## src/hdl/wcvt_pkg.sv

```systemverilog
// ----------------------------------------------------------------------------
// wcvt_pkg
// Shared types and constants for the weighted class vote tracker.
// ----------------------------------------------------------------------------
package wcvt_pkg;

  localparam int ID_W    = 8;
  localparam int SCORE_W = 16;
  localparam int CLASS_W = 6;
  localparam int PROB_W  = 16;
  localparam int SUM_W   = 32;

  localparam int CLASS_COUNT_DEF = 64;
  localparam int FRAC_BITS_DEF   = 16;

  // Status codes carried with every result.
  localparam logic STATUS_OK     = 1'b0;
  localparam logic STATUS_BAD_ID = 1'b1;

  typedef struct packed {
    logic [ID_W-1:0]    seg_class;
    logic [SCORE_W-1:0] class_conf;
    logic [SCORE_W-1:0] inst_conf;
  } obs_t;

  typedef struct packed {
    logic [CLASS_W-1:0] best_class;
    logic [PROB_W-1:0]  best_prob;
    logic               best_valid;
    logic               status;
  } vote_t;

  // One row of the per-class table.
  typedef struct packed {
    logic             seen;
    logic [SUM_W-1:0] weighted_sum;
    logic [SUM_W-1:0] weight_sum;
  } entry_t;

endpackage

```

## src/hdl/wcvt_ram.sv

```systemverilog
// ----------------------------------------------------------------------------
// wcvt_ram
// Generic single-write, single-read RAM with a registered read port.
// ----------------------------------------------------------------------------
module wcvt_ram #(
  parameter int WIDTH = 8,
  parameter int DEPTH = 64
) (
  input  logic                                   clk,
  input  logic                                   we,
  input  logic [(DEPTH > 1 ? $clog2(DEPTH) : 1)-1:0] waddr,
  input  logic [WIDTH-1:0]                       wdata,
  input  logic                                   re,
  input  logic [(DEPTH > 1 ? $clog2(DEPTH) : 1)-1:0] raddr,
  output logic [WIDTH-1:0]                       rdata
);

  logic [WIDTH-1:0] mem [DEPTH];

  always_ff @(posedge clk) begin
    if (we) begin
      mem[waddr] <= wdata;
    end
    if (re) begin
      rdata <= mem[raddr];
    end
  end

endmodule

```

## src/hdl/wcvt_div.sv

```systemverilog
// ----------------------------------------------------------------------------
// wcvt_div
// Restoring divider giving floor((num << FRAC_BITS) / den), saturated to
// the probability width. One quotient bit per cycle.
// ----------------------------------------------------------------------------
module wcvt_div
  import wcvt_pkg::*;
#(
  parameter int FRAC_BITS = FRAC_BITS_DEF
) (
  input  logic              clk,
  input  logic              rst,
  input  logic              start,
  input  logic [SUM_W-1:0]  num,
  input  logic [SUM_W-1:0]  den,
  output logic              done,
  output logic [PROB_W-1:0] quotient
);

  localparam int NW    = SUM_W + FRAC_BITS;
  localparam int DW    = SUM_W + PROB_W;
  localparam int CW    = (NW > DW) ? NW : DW;
  localparam int STEPS = PROB_W + 1;
  localparam int CNT_W = $clog2(STEPS);

  logic [CW-1:0]    rem;
  logic [CW-1:0]    dsh;
  logic [PROB_W:0]  q;
  logic [CNT_W-1:0] cnt;
  logic             busy;
  logic             ge;
  logic [CW-1:0]    diff;

  assign ge   = (rem >= dsh);
  assign diff = rem - dsh;

  // The first step tests the divisor at weight 2^PROB_W; a set bit there
  // means the mean does not fit and the result saturates.
  assign quotient = q[PROB_W] ? {PROB_W{1'b1}} : q[PROB_W-1:0];

  always_ff @(posedge clk) begin
    if (rst) begin
      busy <= 1'b0;
      done <= 1'b0;
    end else begin
      done <= 1'b0;
      if (start) begin
        busy <= 1'b1;
      end else if (busy && cnt == CNT_W'(STEPS - 1)) begin
        busy <= 1'b0;
        done <= 1'b1;
      end
    end
  end

  always_ff @(posedge clk) begin
    if (start) begin
      rem <= CW'({num, {FRAC_BITS{1'b0}}});
      dsh <= CW'({den, {PROB_W{1'b0}}});
      q   <= '0;
      cnt <= '0;
    end else if (busy) begin
      rem <= ge ? diff : rem;
      dsh <= dsh >> 1;
      q   <= {q[PROB_W-1:0], ge};
      cnt <= cnt + CNT_W'(1);
    end
  end

endmodule

```

## src/hdl/weighted_class_vote_tracker_top.sv

```systemverilog
// ----------------------------------------------------------------------------
// weighted_class_vote_tracker_top
// Flow: a request with a valid class id that needs a mean passes through MUL,
//   UPD, DIV and EMIT; a first sighting or a zero weight sum skips DIV, and an
//   out-of-range id goes from MUL straight to EMIT.
// Throughput: one request at a time, the longest waiting on the 17-step
//   bit-serial divider; EMIT also waits while the output register is full.
// Reset: synchronous; afterwards a clearing pass writes zero to every row of
//   the class table, and no request is accepted until it ends.
// ----------------------------------------------------------------------------
module weighted_class_vote_tracker_top
  import wcvt_pkg::*;
#(
  parameter int CLASS_COUNT = CLASS_COUNT_DEF,
  parameter int FRAC_BITS   = FRAC_BITS_DEF
) (
  input  logic  clk,
  input  logic  rst,
  input  logic  obs_valid,
  output logic  obs_ready,
  input  obs_t  obs,
  output logic  vote_valid,
  input  logic  vote_ready,
  output vote_t vote
);

  localparam int AW = (CLASS_COUNT > 1) ? $clog2(CLASS_COUNT) : 1;
  localparam int EW = $bits(entry_t);

  // Controller states. CLEAR sweeps the table after reset, MUL forms the
  // score product while the table row is read, UPD writes the new sums back
  // and, when a mean is needed, launches the divider, DIV waits for the mean,
  // and EMIT hands the result to the output register.
  typedef enum logic [5:0] {
    S_CLEAR = 6'b000001,
    S_IDLE  = 6'b000010,
    S_MUL   = 6'b000100,
    S_UPD   = 6'b001000,
    S_DIV   = 6'b010000,
    S_EMIT  = 6'b100000
  } state_t;

  state_t state;
  state_t state_next;

  logic [AW-1:0]      clr_idx;
  logic [ID_W-1:0]    id_r;
  logic [SCORE_W-1:0] cs_r;
  logic [SCORE_W-1:0] is_r;
  logic [SUM_W-1:0]   prod_r;
  logic               status_r;
  logic [CLASS_W-1:0] held_class;
  logic [PROB_W-1:0]  held_prob;
  logic               held_valid;

  logic                   accept;
  logic                   id_bad;
  logic [2*SCORE_W-1:0]   mult;
  entry_t                 cur;
  entry_t                 upd;
  logic [SUM_W:0]         ws_add;
  logic [SUM_W:0]         wt_add;
  logic                   do_div;

  logic          ram_we;
  logic [AW-1:0] ram_waddr;
  logic [EW-1:0] ram_wdata;
  logic [EW-1:0] ram_rdata;

  logic              div_start;
  logic              div_done;
  logic [PROB_W-1:0] div_quo;

  // A new request is taken only when the previous one has been fully
  // handled; the output register lets a finished result wait for the sink
  // while the next request is already being worked on.
  assign obs_ready = (state == S_IDLE);
  assign accept    = obs_valid && obs_ready;

  assign id_bad = (32'(id_r) >= 32'(CLASS_COUNT));
  assign mult   = cs_r * is_r;

  // Read-modify-write of the class row. The row read at acceptance is held
  // in the RAM's output register until the write-back in UPD. Only one
  // request is in flight, so the write always lands before the next read.
  assign cur    = entry_t'(ram_rdata);
  assign ws_add = {1'b0, cur.weighted_sum} + {1'b0, prod_r};
  assign wt_add = {1'b0, cur.weight_sum} + {{(SUM_W - SCORE_W + 1){1'b0}}, is_r};

  always_comb begin
    upd.seen = 1'b1;
    if (!cur.seen) begin
      // First sighting of the class only seeds its sums.
      upd.weighted_sum = prod_r;
      upd.weight_sum   = SUM_W'(is_r);
    end else begin
      upd.weighted_sum = ws_add[SUM_W] ? {SUM_W{1'b1}} : ws_add[SUM_W-1:0];
      upd.weight_sum   = wt_add[SUM_W] ? {SUM_W{1'b1}} : wt_add[SUM_W-1:0];
    end
  end

  // A mean is formed only for a class seen before, and never over a zero
  // weight sum.
  assign do_div    = cur.seen && (upd.weight_sum != '0);
  assign div_start = (state == S_UPD) && do_div;

  always_comb begin
    ram_we    = 1'b0;
    ram_waddr = AW'(id_r);
    ram_wdata = upd;
    unique case (state)
      S_CLEAR: begin
        ram_we    = 1'b1;
        ram_waddr = clr_idx;
        ram_wdata = '0;
      end
      S_UPD: begin
        ram_we = 1'b1;
      end
      default: begin
        ram_we = 1'b0;
      end
    endcase
  end

  always_comb begin
    state_next = state;
    unique case (state)
      S_CLEAR: begin
        if (clr_idx == AW'(CLASS_COUNT - 1)) begin
          state_next = S_IDLE;
        end
      end
      S_IDLE: begin
        if (accept) begin
          state_next = S_MUL;
        end
      end
      S_MUL: begin
        state_next = id_bad ? S_EMIT : S_UPD;
      end
      S_UPD: begin
        state_next = do_div ? S_DIV : S_EMIT;
      end
      S_DIV: begin
        if (div_done) begin
          state_next = S_EMIT;
        end
      end
      S_EMIT: begin
        if (!vote_valid || vote_ready) begin
          state_next = S_IDLE;
        end
      end
      default: begin
        state_next = S_CLEAR;
      end
    endcase
  end

  // Control state.
  always_ff @(posedge clk) begin
    if (rst) begin
      state      <= S_CLEAR;
      clr_idx    <= '0;
      held_class <= '0;
      held_prob  <= '0;
      held_valid <= 1'b0;
      vote_valid <= 1'b0;
    end else begin
      state <= state_next;
      if (state == S_CLEAR) begin
        clr_idx <= clr_idx + AW'(1);
      end
      // The held best changes only on a strictly greater mean.
      if (state == S_DIV && div_done && div_quo > held_prob) begin
        held_class <= CLASS_W'(id_r);
        held_prob  <= div_quo;
        held_valid <= 1'b1;
      end
      if (state == S_EMIT && (!vote_valid || vote_ready)) begin
        vote_valid <= 1'b1;
      end else if (vote_ready) begin
        vote_valid <= 1'b0;
      end
    end
  end

  // Payload registers.
  always_ff @(posedge clk) begin
    if (accept) begin
      id_r <= obs.seg_class;
      cs_r <= obs.class_conf;
      is_r <= obs.inst_conf;
    end
    if (state == S_MUL) begin
      prod_r   <= SUM_W'(mult >> FRAC_BITS);
      status_r <= id_bad ? STATUS_BAD_ID : STATUS_OK;
    end
    if (state == S_EMIT && (!vote_valid || vote_ready)) begin
      vote.best_class <= held_class;
      vote.best_prob  <= held_prob;
      vote.best_valid <= held_valid;
      vote.status     <= status_r;
    end
  end

  wcvt_ram #(
    .WIDTH (EW),
    .DEPTH (CLASS_COUNT)
  ) u_table (
    .clk   (clk),
    .we    (ram_we),
    .waddr (ram_waddr),
    .wdata (ram_wdata),
    .re    (accept),
    .raddr (AW'(obs.seg_class)),
    .rdata (ram_rdata)
  );

  wcvt_div #(
    .FRAC_BITS (FRAC_BITS)
  ) u_div (
    .clk      (clk),
    .rst      (rst),
    .start    (div_start),
    .num      (upd.weighted_sum),
    .den      (upd.weight_sum),
    .done     (div_done),
    .quotient (div_quo)
  );

endmodule

```

## config.mk

```make
export PLATFORM = sky130hd
export DESIGN_NAME = weighted_class_vote_tracker_top
export DESIGN_NICKNAME = d
export VERILOG_FILES = /design/src/hdl/wcvt_pkg.sv /design/src/hdl/wcvt_ram.sv /design/src/hdl/wcvt_div.sv /design/src/hdl/weighted_class_vote_tracker_top.sv
export SDC_FILE = /design/constraint.sdc
export NUM_CORES = 2
export LEC_CHECK = 0
export BUFFER_PORTS_ARGS = -buffer_cell sky130_fd_sc_hd__buf_2
export CORE_MARGIN = 5
export CORE_UTILIZATION = 35
export CTS_CLUSTER_DIAMETER = 150
export DETAILED_ROUTE_END_ITERATION = 6
export HOLD_SLACK_MARGIN = 0.12
export PLACE_DENSITY = 0.53
export SYNTH_ARGS = -nofsm -noshare
export SYNTH_HDL_FRONTEND = slang
export SYNTH_MEMORY_MAX_BITS = 65536
export SYNTH_SLANG_ARGS = --single-unit
```

## constraint.sdc

```tcl
create_clock -name clk -period 7.8 [get_ports clk]
set_clock_uncertainty 0.05 [all_clocks]
set_input_delay 1.17 -clock clk [delete_from_list [all_inputs] [get_ports clk]]
set_output_delay 1.17 -clock clk [all_outputs]
set_load 0.01 [all_outputs]
```

### After elaboration in Yosys (flattened, before gate mapping)

Memories as Yosys holds them, arrays and structs flattened. A register that Yosys moved wholly into a read port is not among the register bits.
Cells that the tools add are included.

| word-level totals | value |
|---|---|
| bits of input ports | 44 |
| output and inout port bits | 26 |
| register bits | 237 |
| memories kept | 1 |
| memory bits (writable) | 4160 |
| word-level logic and storage cells | 91 |

| cells by class | value |
|---|---|
| add/sub/neg operators | 5 |
| $mul | 1 |
| equality and inequality tests | 12 |
| mux-type cells | 27 |
| $lt $le $gt $ge | 3 |
| reduce and logical (&&, ||, !) cells | 19 |

Memories:

| memory | depth | bits a word | read ports | clocked after memory_dff | write ports | line | RTL |
|---|---|---|---|---|---|---|---|
| u_table.mem | 64 | 65 | 1 | 1 | 1 | wcvt_ram.sv:18 | `logic [WIDTH-1:0] mem [DEPTH];` |

Operator list:

| operator | number |
|---|---|
| 2-to-1 mux 48 bit | 5 |
| adder 32 x 16 -> 33 bit | 2 |
| 2-to-1 mux 65 bit | 1 |
| 2-to-1 mux 32 bit | 2 |
| 2-to-1 mux 64 bit | 1 |
| >= comparator 48 bit | 1 |
| subtractor 48 bit | 1 |
| 2-to-1 mux 6 bit | 7 |
| case mux 6 bit (6 select lines) | 1 |
| multiplier 16 x 16 -> 32 bit | 1 |
| nonzero test 32 bit | 1 |
| greater-than comparator 16 bit | 1 |
| 2-to-1 mux 16 bit | 1 |
| == test 6 bit, second input constant | 2 |
| 2-to-1 mux 1 bit | 9 |
| >= comparator 8 x 7 -> 1 bit, second input constant | 1 |
| nonzero test 2 bit | 4 |
| logical AND 1 bit | 7 |
| adder 6 x 1 -> 6 bit, second input constant | 1 |
| == test 6 x 1 -> 1 bit, second input constant | 1 |
| == test 6 x 2 -> 1 bit, second input constant | 1 |
| == test 6 x 3 -> 1 bit, second input constant | 1 |
| == test 6 x 4 -> 1 bit, second input constant | 1 |
| == test 6 x 5 -> 1 bit, second input constant | 1 |
| other kinds (9) | 13 |

### Depth between registers and ports, before layout

| logic depth | value |
|---|---|
| depth in word-level cells | 8 |
| mapped depth | 26 |
| gate-level depth less buffers | 25 |

### Modules after synthesis

A second synthesis with hierarchy kept.

| second synthesis, totals | value |
|---|---|
| cells, all modules | 9304 |
| area, all modules | 183054.3 µm² |

By module, submodules not included:

| module | cells an instance | instances | area each (µm²) | seq. area each (µm²) |
|---|---|---|---|---|
| wcvt_ram | 6606 | 1 | 158981.2 | 126871.7 |
| weighted_class_vote_tracker_top | 1825 | 1 | 16195.5 | 3153.0 |
| wcvt_div | 873 | 1 | 7877.6 | 3042.9 |

### Worst setup path before layout

No wires, ideal clock.

| timing path | value |
|---|---|
| path kind | register to register |
| from | register is_r[1] |
| to | register prod_r[15], data pin |
| arrival | 6.124 ns |
| cell stages (with the launch flop) | 24 |
| setup time | 0.260 ns |
| period minus slack after synthesis | 6.434 ns |
| setup slack | 1.366 ns |
| path buffers | 2 |
| cells stage by stage | edfxtp_1 -> clkbuf_1 -> clkbuf_1 -> nand2_1 -> fa_1 -> fa_1 -> fa_1 -> inv_1 -> fa_1 -> fa_1 -> inv_1 -> fa_1 -> inv_1 -> ha_1 -> a21o_1 -> a21oi_1 -> nor2b_1 -> o31a_1 -> o211a_1 -> a41oi_1 -> o211ai_1 -> a31o_2 -> a21oi_1 -> xnor2_1 |

| between the ends | value |
|---|---|
| word-level cells in the longest chain between the ends | 1 |

RTL lines:

| item | line | RTL |
|---|---|---|
| start, declared | weighted_class_vote_tracker_top.sv:49 | `logic [SCORE_W-1:0] is_r;` |
| start signal, assigned | weighted_class_vote_tracker_top.sv:194 | `is_r <= obs.inst_conf;` |
| multiplier 16 x 16 -> 32 bit | weighted_class_vote_tracker_top.sv:81 | `assign mult = cs_r * is_r;` |
| via mult[31] | weighted_class_vote_tracker_top.sv:58 | `logic [2*SCORE_W-1:0] mult;` |
| end signal, assigned | weighted_class_vote_tracker_top.sv:197 | `prod_r <= SUM_W'(mult >> FRAC_BITS);` |
| end, declared | weighted_class_vote_tracker_top.sv:50 | `logic [SUM_W-1:0] prod_r;` |

The timed path passes the listed nets, and every way through them passes these cells.
A chain may end at the register's enable or synchronous reset.

### Worst setup path after layout

| timing path | value |
|---|---|
| from | register cs_r[7] |
| to | register prod_r[15], data pin |

| between the ends | value |
|---|---|
| word-level cells in the longest chain between the ends | 1 |

RTL lines:

| item | line | RTL |
|---|---|---|
| start, declared | weighted_class_vote_tracker_top.sv:48 | `logic [SCORE_W-1:0] cs_r;` |
| start signal, assigned | weighted_class_vote_tracker_top.sv:193 | `cs_r <= obs.class_conf;` |
| multiplier 16 x 16 -> 32 bit | weighted_class_vote_tracker_top.sv:81 |  |
| via mult[31] | weighted_class_vote_tracker_top.sv:58 |  |

The timed path passes the listed nets, and every way through them passes these cells.

==> flow_summary.json <==
{
  "max_slew.worst_pin.slew_ns": 1.437,
  "final_antenna_net_count": 0,
  "report.power.total_mw": 51.99,
  "die-area_mm2": 0.5356,
  "placementRows": 265,
  "synth_cell_types": 80,
  "htreeDepth": 5,
  "drc": 0,
  "clock-sinks": 4462,
  "avgRoutedWirePerCell_um": 34.23,
  "yosys_warnings": 0,
  "dpl_cell_area_mm2": 0.1937,
  "routabilityCongestion": 0.8613,
  "clk_pin_slew_ns": 0.06,
  "synthToLayoutAreaGrowth_pct": 14.14,
  "outcome": "complete, no violations",
  "die_h_um": 731.8,
  "netSwitchingPower_mw": 11.72,
  "synth_edf_count": 4370,
  "cp.required_ns": 8.52,
  "utilization": 0.4001,
  "maxCapViolCount": 0,
  "core_area_mm2": 0.5202,
  "num_io_pins": 70,
  "drt_iter0_markers": 11140,
  "fmax_mhz": 134.2,
  "hold_class": "in2reg",
  "leakagePower_nw": 67.42,
  "synth_seq_area_share": 0.7297,
  "firstDrtPassIters": 7,
  "hold_buffers": 0,
  "fin_tns_setup_ns": 0,
  "max-slew-margin-rel": 0.03907,
  "setup_violations": 0,
  "seqPwrFrac": 0.525,
  "crit_fanout": 16,
  "ctsResizeCount": 0,
  "min_period_ns": 7.449,
  "ys_seq_elements": 4462,
  "synth_flop_cell": "edfxtp_1",
  "hold_viol": 0,
  "internal-power_mw": 40.28,
  "io_buffer_count": 69,
  "grtUsageTotal": 0.2034,
  "grt_pass1_wl_um": 766500,
  "finalCritPeriodShare": 0.9550,
  "fin_area_mm2": 0.2082,
  "mostFrequentLayoutCells": "edfxtp_1, mux4_2, clkbuf_16",
  "netlist_area_mm2": 0.1824,
  "worst-setup-path-type": "reg2reg",
  "ir_worst_vdd_uv": 204.8,
  "layout-drive-gt1-share": 0.2706,
  "cts_tree": "yes",
  "clk-insertion-delay-late_ns": 1.03,
  "avgSynthCellArea_um2": 21.19,
  "antenna_found_initial": 27,
  "cp-start-kind": "flip-flop",
  "synth_nets": 9046,
  "cts-root-buf": "clkbuf_16",
  "cts_buffers": 443,
  "cts_setup_buffers": 0,
  "die_w_um": 731.8,
  "grt_max_degree": 127,
  "pwr-share-comb": 0.067,
  "crit_path_end_kind": "flip-flop",
  "p_per_area_mw_per_mm2": 249.8,
  "vias": 91930,
  "fin_nets": 9401,
  "grt_pass1_vias": 93030,
  "start_util": 0.3506,
  "finalWirelength_um": 557300,
  "clockPowerShare": 0.408,
  "overflow": 0,
  "final_common_cell": "edfxtp_1",
  "final_max_slew_viol_count": 0,
  "vias_per_cell": 5.646,
  "clockBufferDepth": 4,
  "arrival_ns": 8.17,
  "switching_share": 0.2253,
  "dp_hpwl_um": 295600,
  "synth-async-reset-ratio": 0,
  "rsz0062_at_grt": "false",
  "syn_inst": 8606
}
-- critical path, stage by stage, from the launching register on --
cell	delay [ns]
edfxtp_1	0.88
nand2_1	0.18
fa_1	0.57
inv_1	0.05
fa_1	0.50
inv_1	0.05
fa_1	0.56
inv_1	0.06
fa_1	0.46
fa_1	0.51
inv_1	0.06
fa_1	0.48
inv_1	0.05
ha_1	0.30
nand4_1	0.17
a211oi_1	0.47
o31a_1	0.38
o211a_1	0.28
a41oi_1	0.32
o211ai_1	0.37
a31o_2	0.22
a21oi_1	0.08
xnor2_1	0.13
-- cell usage after synthesis, drive strengths merged (58+ instances only) --
cell / instances / share of area
a21oi: 144 / 0.0040
and2: 123 / 0.0042
buf: 100 / 0.0024
clkbuf: 334 / 0.0069
dfxtp: 92 / 0.010
edfxtp: 4370 / 0.72
fa: 196 / 0.022
ha: 200 / 0.014
inv: 307 / 0.0063
mux2i: 58 / 0.0032
mux4: 1365 / 0.17
nand2: 260 / 0.0054
nand3: 61 / 0.0017
nor2: 324 / 0.0067
nor3: 65 / 0.0018
o21ai: 101 / 0.0028
xnor2: 60 / 0.0029
-- power by group through the flow --
stage | sequential [mW] | combinational [mW] | clock (mW)
floorplan | 27.8 | 1.98 | 0
global placement | 27.8 | 3.44 | 0
detailed placement | 27.8 | 3.51 | 0
CTS | 27.3 | 3.52 | 21.7
global route | 27.3 | 3.64 | 22.7
finish | 27.3 | 3.48 | 21.2
-- path summary, 6_finish.rpt --
check                                   start         end  slack [ns]  cells past startpoint
worst max register to register        cs_r[7]  prod_r[15]        0.35                     22
worst min register to register  held_class[0]    vote[18]        0.39                      0
worst max-delay path                  cs_r[7]  prod_r[15]        0.35                     22
worst min-delay path                  obs[39]     id_r[7]        0.26                      1
-- flip-flops by register name (all words and copies together) (netlist names), 17 cells and up --
name	count
u_table.mem	4160
u_div.q	17
u_div.rem	48
u_table.rdata	65
vote	24
u_div.dsh	48
-- layer usage --
| metal | global-route usage | vias to the layer above | part of all wire | wire length (µm) |
|---|---|---|---|---|
| met4 | 0.06618 | 4 | 0.036 | 20090 |
| met2 | 0.3362 | 4165 | 0.49 | 271400 |
| met3 | 0.02899 | 888 | 0.071 | 39740 |
| li1 | - | 36150 | - | - |
| met1 | 0.2784 | 50730 | 0.41 | 226100 |
| met5 | 0 | - | 0.000048 | 27 |
-- through the flow --
stage	instances	worst slack (ns)	hold slack, ns
global route	16280	0.02838	0.2066
finish	16280	0.3508	0.2610
detailed placement	15450	0.4929	0.3802
floorplan	8606	1.366	0.3503
CTS	16270	0.3658	0.1528
global placement	15450	0.4137	0.3752
-- final cells by class --
cell class	instances	area, µm²
Tap cell	6942	8686
Timing Repair Buffer	344	3483
Fill cell	45600	312100
Sequential cell	4462	133100
Antenna cell	5	12.51
Clock inverter	289	2674
Clock buffer	532	11610
Inverter	308	1156
Multi-Input combinational cell	3402	47470
-- cell families after synthesis --
group                      count (synthesis)  share of synthesized area
DFF                                     4462                     0.7297
and+or+nand+nor                          996                    0.02563
adders and majority gates                396                    0.03524
buffers and inverters                    742                    0.01563
AOI/OAI and AO/OA                        482                    0.01705
muxes                                   1423                     0.1718
xor gates and xnor gates                 105                   0.005043
(Power assumes the default switching activity.)
